File: src/rtl/core/four_digit_seven_segment_shifter_top_assert.svh
// Assertion macros for the seven-segment shifter.
// Used by the top level; depends on nothing else.
`ifndef FOUR_DIGIT_SEVEN_SEGMENT_SHIFTER_TOP_ASSERT_SVH
`define FOUR_DIGIT_SEVEN_SEGMENT_SHIFTER_TOP_ASSERT_SVH

// Same-cycle implication.
`define FDSS_ASSERT_NOW(lbl, ck, rn, a, c) \
	lbl: assert property (@(posedge ck) disable iff (!rn) (a) |-> (c)) \
		else $error("fdss assertion failed");

// Next-cycle implication.
`define FDSS_ASSERT_NEXT(lbl, ck, rn, a, c) \
	lbl: assert property (@(posedge ck) disable iff (!rn) (a) |=> (c)) \
		else $error("fdss assertion failed");

`endif

File: src/rtl/core/fdss_pkg.sv
// Shared types, constants and microcode for the seven-segment shifter.
// No dependencies; used by fdss_datapath and the top level.
package fdss_pkg;

	localparam int BITS_PER_BYTE = 8;
	localparam int DIGITS        = 4;
	localparam int WORD_W        = 2 * BITS_PER_BYTE;
	localparam int BIT_W         = $clog2(WORD_W);
	localparam int DIGIT_IDX_W   = $clog2(DIGITS);
	localparam int REM_W         = 14;
	localparam logic [15:0] MAX_VALUE = 16'd9999;

	localparam int STEP_W = 3;
	localparam logic [STEP_W-1:0] STEP_WAIT  = 3'd0;
	localparam logic [STEP_W-1:0] STEP_CONV  = 3'd1;
	localparam logic [STEP_W-1:0] STEP_LOW   = 3'd2;
	localparam logic [STEP_W-1:0] STEP_LOADW = 3'd3;
	localparam logic [STEP_W-1:0] STEP_SHIFT = 3'd4;
	localparam logic [STEP_W-1:0] STEP_NEXT  = 3'd5;

	localparam int COND_W = 3;
	localparam logic [COND_W-1:0] COND_ALWAYS     = 3'd0;
	localparam logic [COND_W-1:0] COND_START      = 3'd1;
	localparam logic [COND_W-1:0] COND_CONV_END   = 3'd2;
	localparam logic [COND_W-1:0] COND_BIT_END    = 3'd3;
	localparam logic [COND_W-1:0] COND_LAST_DIGIT = 3'd4;

	typedef struct packed {
		logic load_num;
		logic conv;
		logic store_low;
		logic load_word;
		logic shift;
		logic next_digit;
	} ctl_t;

	typedef struct packed {
		logic in_ok;
		logic conv_end;
		logic bit_end;
		logic last_digit;
	} sts_t;

	typedef struct packed {
		logic              accept;
		logic              emit;
		ctl_t              ctl;
		logic [COND_W-1:0] cond;
		logic [STEP_W-1:0] pc_true;
		logic [STEP_W-1:0] pc_false;
	} ucw_t;

	function automatic ucw_t ucode(input logic [STEP_W-1:0] step);
		ucw_t w;
		w = '0;
		case (step)
			STEP_WAIT: begin
				w.accept = 1'b1; w.ctl.load_num = 1'b1;
				w.cond = COND_START; w.pc_true = STEP_CONV; w.pc_false = STEP_WAIT;
			end
			STEP_CONV: begin
				w.ctl.conv = 1'b1;
				w.cond = COND_CONV_END; w.pc_true = STEP_LOW; w.pc_false = STEP_CONV;
			end
			STEP_LOW: begin
				w.ctl.store_low = 1'b1;
				w.cond = COND_ALWAYS; w.pc_true = STEP_LOADW; w.pc_false = STEP_LOADW;
			end
			STEP_LOADW: begin
				w.ctl.load_word = 1'b1;
				w.cond = COND_ALWAYS; w.pc_true = STEP_SHIFT; w.pc_false = STEP_SHIFT;
			end
			STEP_SHIFT: begin
				w.emit = 1'b1; w.ctl.shift = 1'b1;
				w.cond = COND_BIT_END; w.pc_true = STEP_NEXT; w.pc_false = STEP_SHIFT;
			end
			STEP_NEXT: begin
				w.ctl.next_digit = 1'b1;
				w.cond = COND_LAST_DIGIT; w.pc_true = STEP_WAIT; w.pc_false = STEP_LOADW;
			end
			default: begin
				w.cond = COND_ALWAYS; w.pc_true = STEP_WAIT; w.pc_false = STEP_WAIT;
			end
		endcase
		return w;
	endfunction

	function automatic logic [BITS_PER_BYTE-1:0] seg_pattern(input logic [3:0] dg);
		case (dg)
			4'd0:    return 8'hC0;
			4'd1:    return 8'hF9;
			4'd2:    return 8'hA4;
			4'd3:    return 8'hB0;
			4'd4:    return 8'h99;
			4'd5:    return 8'h92;
			4'd6:    return 8'h82;
			4'd7:    return 8'hF8;
			4'd8:    return 8'h80;
			4'd9:    return 8'h90;
			default: return 8'hC0;
		endcase
	endfunction

	function automatic logic [BITS_PER_BYTE-1:0] sel_pattern(
		input logic [DIGIT_IDX_W-1:0] d);
		case (d)
			2'd0:    return 8'hF1;
			2'd1:    return 8'hF2;
			2'd2:    return 8'hF4;
			default: return 8'hF8;
		endcase
	endfunction

	function automatic logic [REM_W-1:0] weight(input logic [DIGIT_IDX_W-1:0] d);
		case (d)
			2'd0:    return 14'd1000;
			2'd1:    return 14'd100;
			default: return 14'd10;
		endcase
	endfunction

endpackage

File: src/rtl/core/fdss_datapath.sv
// Datapath of the seven-segment shifter: digit extraction by repeated
// subtraction, digit store, and the 16-bit output shift word. Uses fdss_pkg.
module fdss_datapath (
	input  logic                clk,
	input  logic                arst_n,
	input  logic signed [15:0]  number,
	input  fdss_pkg::ctl_t      ctl,
	output fdss_pkg::sts_t      sts,
	output logic                data_bit,
	output logic                latch_after,
	output logic                last
);

	logic [fdss_pkg::REM_W-1:0]        rem_q;
	logic [3:0]                        cnt_q;
	logic [3:0]                        digit_store_q [fdss_pkg::DIGITS];
	logic [fdss_pkg::DIGIT_IDX_W-1:0]  digit_index_q;
	logic [fdss_pkg::BIT_W-1:0]        bit_index_q;
	logic [fdss_pkg::WORD_W-1:0]       shift_word_q;
	logic [fdss_pkg::REM_W-1:0]        w;
	logic                              ge;

	assign w  = fdss_pkg::weight(digit_index_q);
	assign ge = rem_q >= w;

	assign sts.in_ok      = !number[15] && ($unsigned(number) <= fdss_pkg::MAX_VALUE);
	assign sts.conv_end   = !ge && (digit_index_q ==
		fdss_pkg::DIGIT_IDX_W'(fdss_pkg::DIGITS - 2));
	assign sts.bit_end    = bit_index_q == fdss_pkg::BIT_W'(fdss_pkg::WORD_W - 1);
	assign sts.last_digit = digit_index_q == fdss_pkg::DIGIT_IDX_W'(fdss_pkg::DIGITS - 1);

	assign data_bit    = shift_word_q[fdss_pkg::WORD_W-1];
	assign latch_after = sts.bit_end;
	assign last        = sts.bit_end && sts.last_digit;

	always_ff @(posedge clk) begin
		if (ctl.load_num) begin
			rem_q <= number[fdss_pkg::REM_W-1:0];
		end else if (ctl.conv && ge) begin
			rem_q <= rem_q - w;
		end
		if (ctl.conv && !ge) begin
			digit_store_q[digit_index_q] <= cnt_q;
		end
		if (ctl.store_low) begin
			digit_store_q[fdss_pkg::DIGIT_IDX_W'(fdss_pkg::DIGITS - 1)] <= rem_q[3:0];
		end
	end

	always_ff @(posedge clk or negedge arst_n) begin
		if (!arst_n) begin
			cnt_q         <= '0;
			digit_index_q <= '0;
			bit_index_q   <= '0;
			shift_word_q  <= '0;
		end else begin
			if (ctl.load_num) begin
				cnt_q         <= '0;
				digit_index_q <= '0;
			end else if (ctl.conv) begin
				if (ge) begin
					cnt_q <= cnt_q + 4'd1;
				end else begin
					cnt_q         <= '0;
					digit_index_q <= digit_index_q + 1'b1;
				end
			end else if (ctl.store_low || ctl.next_digit) begin
				digit_index_q <= ctl.store_low ? '0 : digit_index_q + 1'b1;
			end
			if (ctl.load_word) begin
				shift_word_q <= {fdss_pkg::seg_pattern(digit_store_q[digit_index_q]),
					fdss_pkg::sel_pattern(digit_index_q)};
				bit_index_q  <= '0;
			end else if (ctl.shift) begin
				shift_word_q <= {shift_word_q[fdss_pkg::WORD_W-2:0], 1'b0};
				bit_index_q  <= bit_index_q + 1'b1;
			end
		end
	end

endmodule

File: src/rtl/core/four_digit_seven_segment_shifter_top.sv
// Channel  Signals                       Request moves
// in       in_valid, in_stall, number    one signed value to display
// out      out_valid, out_stall,         one shift-clock bit with
//          data_bit, latch_after, last   latch and end-of-number flags
//
// A value in 0..9999 is accepted in the wait step. The conversion loop
// subtracts the weight of each leading digit once per unit of that digit
// and moves on when the remainder falls below it, and a separate step
// stores the ones digit. The microcode sequencer then sends each digit as
// a word load, 16 shift bits and a digit advance.
// A value outside 0..9999 is accepted and gives no output.
// Reset is asynchronous, active low; the sequencer returns to its wait step.
// Output stall holds the current bit and the sequencer step.
// Top level: microcode sequencer driving fdss_datapath.
// Depends on fdss_pkg, fdss_datapath and the assertion macro header.
`include "four_digit_seven_segment_shifter_top_assert.svh"

module four_digit_seven_segment_shifter_top (
	input  logic               clk,
	input  logic               arst_n,
	input  logic               in_valid,
	output logic               in_stall,
	input  logic signed [15:0] number,
	output logic               out_valid,
	input  logic               out_stall,
	output logic               data_bit,
	output logic               latch_after,
	output logic               last
);

	logic [fdss_pkg::STEP_W-1:0] pc_q;
	fdss_pkg::ucw_t              ucw;
	fdss_pkg::ctl_t              ctl;
	fdss_pkg::sts_t              sts;
	logic                        cond_hit;

	assign ucw       = fdss_pkg::ucode(pc_q);
	assign in_stall  = !ucw.accept;
	assign out_valid = ucw.emit;

	always_comb begin
		ctl          = ucw.ctl;
		ctl.load_num = ucw.ctl.load_num && in_valid && sts.in_ok;
		ctl.shift    = ucw.ctl.shift && !out_stall;
	end

	always_comb begin
		case (ucw.cond)
			fdss_pkg::COND_ALWAYS:     cond_hit = 1'b1;
			fdss_pkg::COND_START:      cond_hit = in_valid && sts.in_ok;
			fdss_pkg::COND_CONV_END:   cond_hit = sts.conv_end;
			fdss_pkg::COND_BIT_END:    cond_hit = sts.bit_end && !out_stall;
			fdss_pkg::COND_LAST_DIGIT: cond_hit = sts.last_digit;
			default:                   cond_hit = 1'b1;
		endcase
	end

	always_ff @(posedge clk or negedge arst_n) begin
		if (!arst_n) begin
			pc_q <= fdss_pkg::STEP_WAIT;
		end else begin
			pc_q <= cond_hit ? ucw.pc_true : ucw.pc_false;
		end
	end

	fdss_datapath u_datapath (
		.clk         (clk),
		.arst_n      (arst_n),
		.number      (number),
		.ctl         (ctl),
		.sts         (sts),
		.data_bit    (data_bit),
		.latch_after (latch_after),
		.last        (last)
	);

	`FDSS_ASSERT_NOW(a_no_accept_while_emit, clk, arst_n, out_valid, in_stall)
	`FDSS_ASSERT_NEXT(a_no_gap_in_digit, clk, arst_n,
		out_valid && !out_stall && !latch_after, out_valid)
	`FDSS_ASSERT_NEXT(a_start_converts, clk, arst_n,
		in_valid && !in_stall && sts.in_ok, pc_q == fdss_pkg::STEP_CONV)
	`FDSS_ASSERT_NEXT(a_drop_out_of_range, clk, arst_n,
		in_valid && !in_stall && !sts.in_ok, !in_stall)
	`FDSS_ASSERT_NOW(a_first_bit_no_latch, clk, arst_n, $rose(out_valid), !latch_after)

endmodule

File: config.mk
export PLATFORM = sky130hd
export DESIGN_NAME = four_digit_seven_segment_shifter_top
export DESIGN_NICKNAME = d
export VERILOG_FILES = /design/src/rtl/core/fdss_pkg.sv /design/src/rtl/core/fdss_datapath.sv /design/src/rtl/core/four_digit_seven_segment_shifter_top.sv
export VERILOG_INCLUDE_DIRS = /design/src /design/src/rtl/core
export SDC_FILE = /design/constraint.sdc
export NUM_CORES = 1
export LEC_CHECK = 0
export ABC_AREA = 1
export BUFFER_PORTS_ARGS = -buffer_cell sky130_fd_sc_hd__buf_2
export CAP_MARGIN = 15
export CORE_MARGIN = 2
export CORE_UTILIZATION = 35
export CTS_CLUSTER_DIAMETER = 100
export DETAILED_ROUTE_END_ITERATION = 6
export GPL_ROUTABILITY_DRIVEN = 0
export MAX_ROUTING_LAYER = met4
export PLACE_DENSITY = 0.59
export SYNTH_ARGS = -nofsm -noshare
export SYNTH_HDL_FRONTEND = slang
export SYNTH_SLANG_ARGS = --single-unit
File: constraint.sdc
create_clock -name clk -period 2.86 [get_ports clk]
set_input_delay 0 -clock clk [delete_from_list [all_inputs] [get_ports clk]]
set_output_delay 0 -clock clk [all_outputs]
set_load 0.005 [all_outputs]
==> results.yml <==
sta:
  rsz0062_at_grt: "false"
  slew_violations: 0
  skew_ns: 0.00964
  finalSetupTns_ns: 0
  fmax_mhz: 386
  slew_headroom_pct: 52.6
  setup_viol: 0
  post-route-period-util_pct: 90.5
  worstMarginPinSlew_ns: 0.711
  hold_viol: 0
  finalCriticalPeriod_ns: 2.59
global_route:
  grt_antenna_before_repair: 0
  grt_first_pass_wirelength_mm: 14.5
  grt_pass1_vias: 3157
  grt_max_degree: 30
  grt.overflow.total: 0
  gr-usage-all-layers_pct: 16.6
worst_setup_path:
  cp-end-kind: "register"
  slowest_delay_ns: 0.38
  slowest_stage: "dfrtp_1"
  cpMostUsedCell: "nor2_1"
  r2r-end: "u_datapath.digit_store_q[0][2]$_DFFE_PP_"
  critPathTopFamily: "simple AND/OR/NAND/NOR gates"
  path_max_fanout: 4
  cp-startpoint: "u_datapath.digit_index_q[1]$_DFFE_PN0P_"
  critical_path_buf_inv_count: 3
  r2r_slack_ns: 0.27
  cp_cell_sequence: "inv_1 -> ha_1 -> inv_1 -> ha_1 -> nand2_1 -> nor2_1 -> nor2_1 -> nand2_1 -> nand2_2 -> nor2_1 -> nor2_2 -> nand3_2 -> nor3_1 -> buf_4"
  start_kind: "register"
  critPathArrivalTime_ns: 2.64
  required_ns: 2.91
  rr_worst_depth: 14
  r2r_start: "u_datapath.digit_index_q[1]$_DFFE_PN0P_"
  crit_type: "register to register"
synth:
  synth_top_area_share_pct: 24.5
  avgSynthCellArea_um2: 7.88
  synthAdderAreaFrac_pct: 6.34
  synthCells: 466
  synthTopCellsByArea: "edfxtp_1 (25%), dfrtp_1 (20%), nand2_1 (13%)"
  synthSimpleGateAreaFrac_pct: 30.8
  yosysSeqAreaShare_pct: 44.3
  synth_top_family_by_area: "simple AND/OR/NAND/NOR gates"
  synthDistinctLibCells: 33
  syn-cell-area_um2: 3670
  yosys_warnings: 0
  synth_mux_area_share_pct: 0.307
  yosys.area.top_type: "edfxtp_1"
  synth_xor_area_share_pct: 1.43
  synth_compound_area_share_pct: 9.20
  synth-seq-cells: 59
  syn_nets: 504
clock_network:
  postCtsSetupBuffers: 0
  clock-root-buffer: "clkbuf_8"
  cts.clk_slew.worst_paths_ns: 0.07
  cts.sinks: 59
  cts_made_buffers: 9
  worstSkewPairLatency_ns: 0.34
  clockBufferDepth: 2
  cts_tree: "done"
  htreeDepth: 3
hold_path:
  min-delay-start: "number[5]"
  min_path_cells: 3
  hold_class: "input port to register"
  worstHoldEndpoint: "u_datapath.rem_q[5]$_DFFE_PP_"
cells_and_area:
  layout.cells.non_filler: 658
  insertedDiodeCount: 0
  nets: 555
  syn2layout_area_growth_pct: 18.2
  fillers: 1053
  final_common_cell: "nand2_1"
  final_layout_size_suffix_gt1_share_pct: 16.9
  fin_util_pct: 42.2
  final_cell_mix: "nand2_1 (130), inv_1 (53), nor2_1 (46)"
detailed_routing:
  first_pass_iters: 5
  via_per_inst: 4.83
  drtIter0Drc: 131
  ant_nets: 0
  postRouteWirelength_mm: 8.40
  routed-via-count: 3178
  post-route-drc-count: 0
  post_drt_wl_per_cell_um: 12.8
floorplan:
  die_h_um: 106
  coreArea_um2: 10300
  die_w_um: 106
  die_area_um2: 11300
  rows: 37
  ios: 25
  initial_utilization_pct: 35.7
job:
  maxCapViolCount: 0
place:
  dp_hpwl_mm: 6.19
  io_buffers: 24
  placed_cells: 630
power_and_ir_drop:
  ir_drop_v: 0.000639
  power_density_nw_per_um2: 1200
  p_leak_nw: 2.07
status:
  status: "completed"
logic make-up after synthesis:
group                    Yosys count
XOR/XNOR                           6
multiplexers                       1
AO/OA/AOI/OAI                     63
flip-flops                        59
adder cells (fa/ha/maj)           18
buffers and inverters             70
AND/OR/NAND/NOR                  249
through the flow:
stage          total power [W]  worst slack [ns]  hold WS (ns)  area, µm²
3_3_place_gp           0.00438             0.371        0.0699       4020
3_5_place_dp           0.00442             0.259        0.0877       4020
4_1_cts                0.00521             0.237        0.0195       4340
6_report               0.00519             0.271        0.0307       4340
5_1_grt                0.00571            0.0221        0.0427       4340
2_1_floorplan          0.00367             0.227        -0.296       3670
report_power, final:
part / leakage, nW / internal [W] / switching, W / total, W
clock network: 0.105 / 0.000415 / 0.000338 / 0.000753
registers: 0.633 / 0.00134 / 0.000211 / 0.00155
logic: 1.33 / 0.00104 / 0.00184 / 0.00288
how the worst max path moves through the flow:
stage / slack (ns) / to / cells after the start
final: 0.27 / u_datapath.digit_store_q[0][2]$_DFFE_PP_ / 14
after global routing: 0.02 / u_datapath.digit_store_q[1][0]$_DFFE_PP_ / 14
after CTS: 0.24 / u_datapath.digit_store_q[3][0]$_DFFE_PP_ / 13
after detailed placement: 0.26 / u_datapath.digit_store_q[3][3]$_DFFE_PP_ / 13
after global placement: 0.37 / u_datapath.digit_store_q[3][3]$_DFFE_PP_ / 13
after floorplan: 0.23 / u_datapath.digit_store_q[0][0]$_DFFE_PP_ / 9
synth_stat cells:
cell type,instances
o211ai_1,5
edfxtp_1,30
dfrtp_1,29
o22ai_1,2
or2_1,1
nor2_4,3
mux2_2,1
xnor2_1,2
nor2_1,46
inv_2,9
a21boi_0,1
xor2_1,4
nor2_2,3
nand2_4,5
nand2_1,130
o21ai_1,13
buf_2,5
a21oi_1,18
fa_1,1
buf_4,2
nor3_2,2
nand2_2,9
ha_1,17
inv_4,1
a22oi_1,1
nor3_1,4
nand3_1,35
a31oi_1,2
inv_1,53
nand4_1,6
nand3_2,4
o21ai_0,21
nand3b_1,1
state kept, by name, indices dropped and copies added (netlist names):
name / count
u_datapath.bit_index_q: 4
pc_q: 3
u_datapath.digit_store_q: 16
u_datapath.cnt_q: 4
u_datapath.digit_index_q: 2
u_datapath.shift_word_q: 16
u_datapath.rem_q: 14
layout make-up:
type,count,area [µm²],area share (%)
multi-input cells,337,1770,40.8
repair buffers,47,335,7.73
clock buffers,13,180,4.15
flip-flops and latches,59,1630,37.5
inverters,63,239,5.51
well taps,136,170,3.92
clock inverters,3,17.5,0.404
worst register-to-register path, cell delays in order, from the launching register on:
cell,delay [ns]
dfrtp_1,0.38
inv_1,0.12
ha_1,0.27
inv_1,0.11
ha_1,0.28
nand2_1,0.09
nor2_1,0.04
nor2_1,0.14
nand2_1,0.11
nand2_2,0.09
nor2_1,0.06
nor2_2,0.12
nand3_2,0.14
nor3_1,0.19
buf_4,0.17
per-layer routing:
metal | vias to the layer above | share of wire, % | global-route usage [%]
li1 | 1620 | - | -
met1 | 1476 | 47 | 20.0
met2 | 68 | 48 | 27.2
met3 | 14 | 3.8 | 4.35
met4 | 0 | 1.6 | 5.19
met5 | - | 0 | -
what timing repair did:
action / in CTS / in global routing
hold endpoints to repair: 41 / 0
setup endpoints to repair: 0 / 4
hold buffers: 12 / 0
resized for setup: 0 / 1
Power figures use the tool's default switching activity.
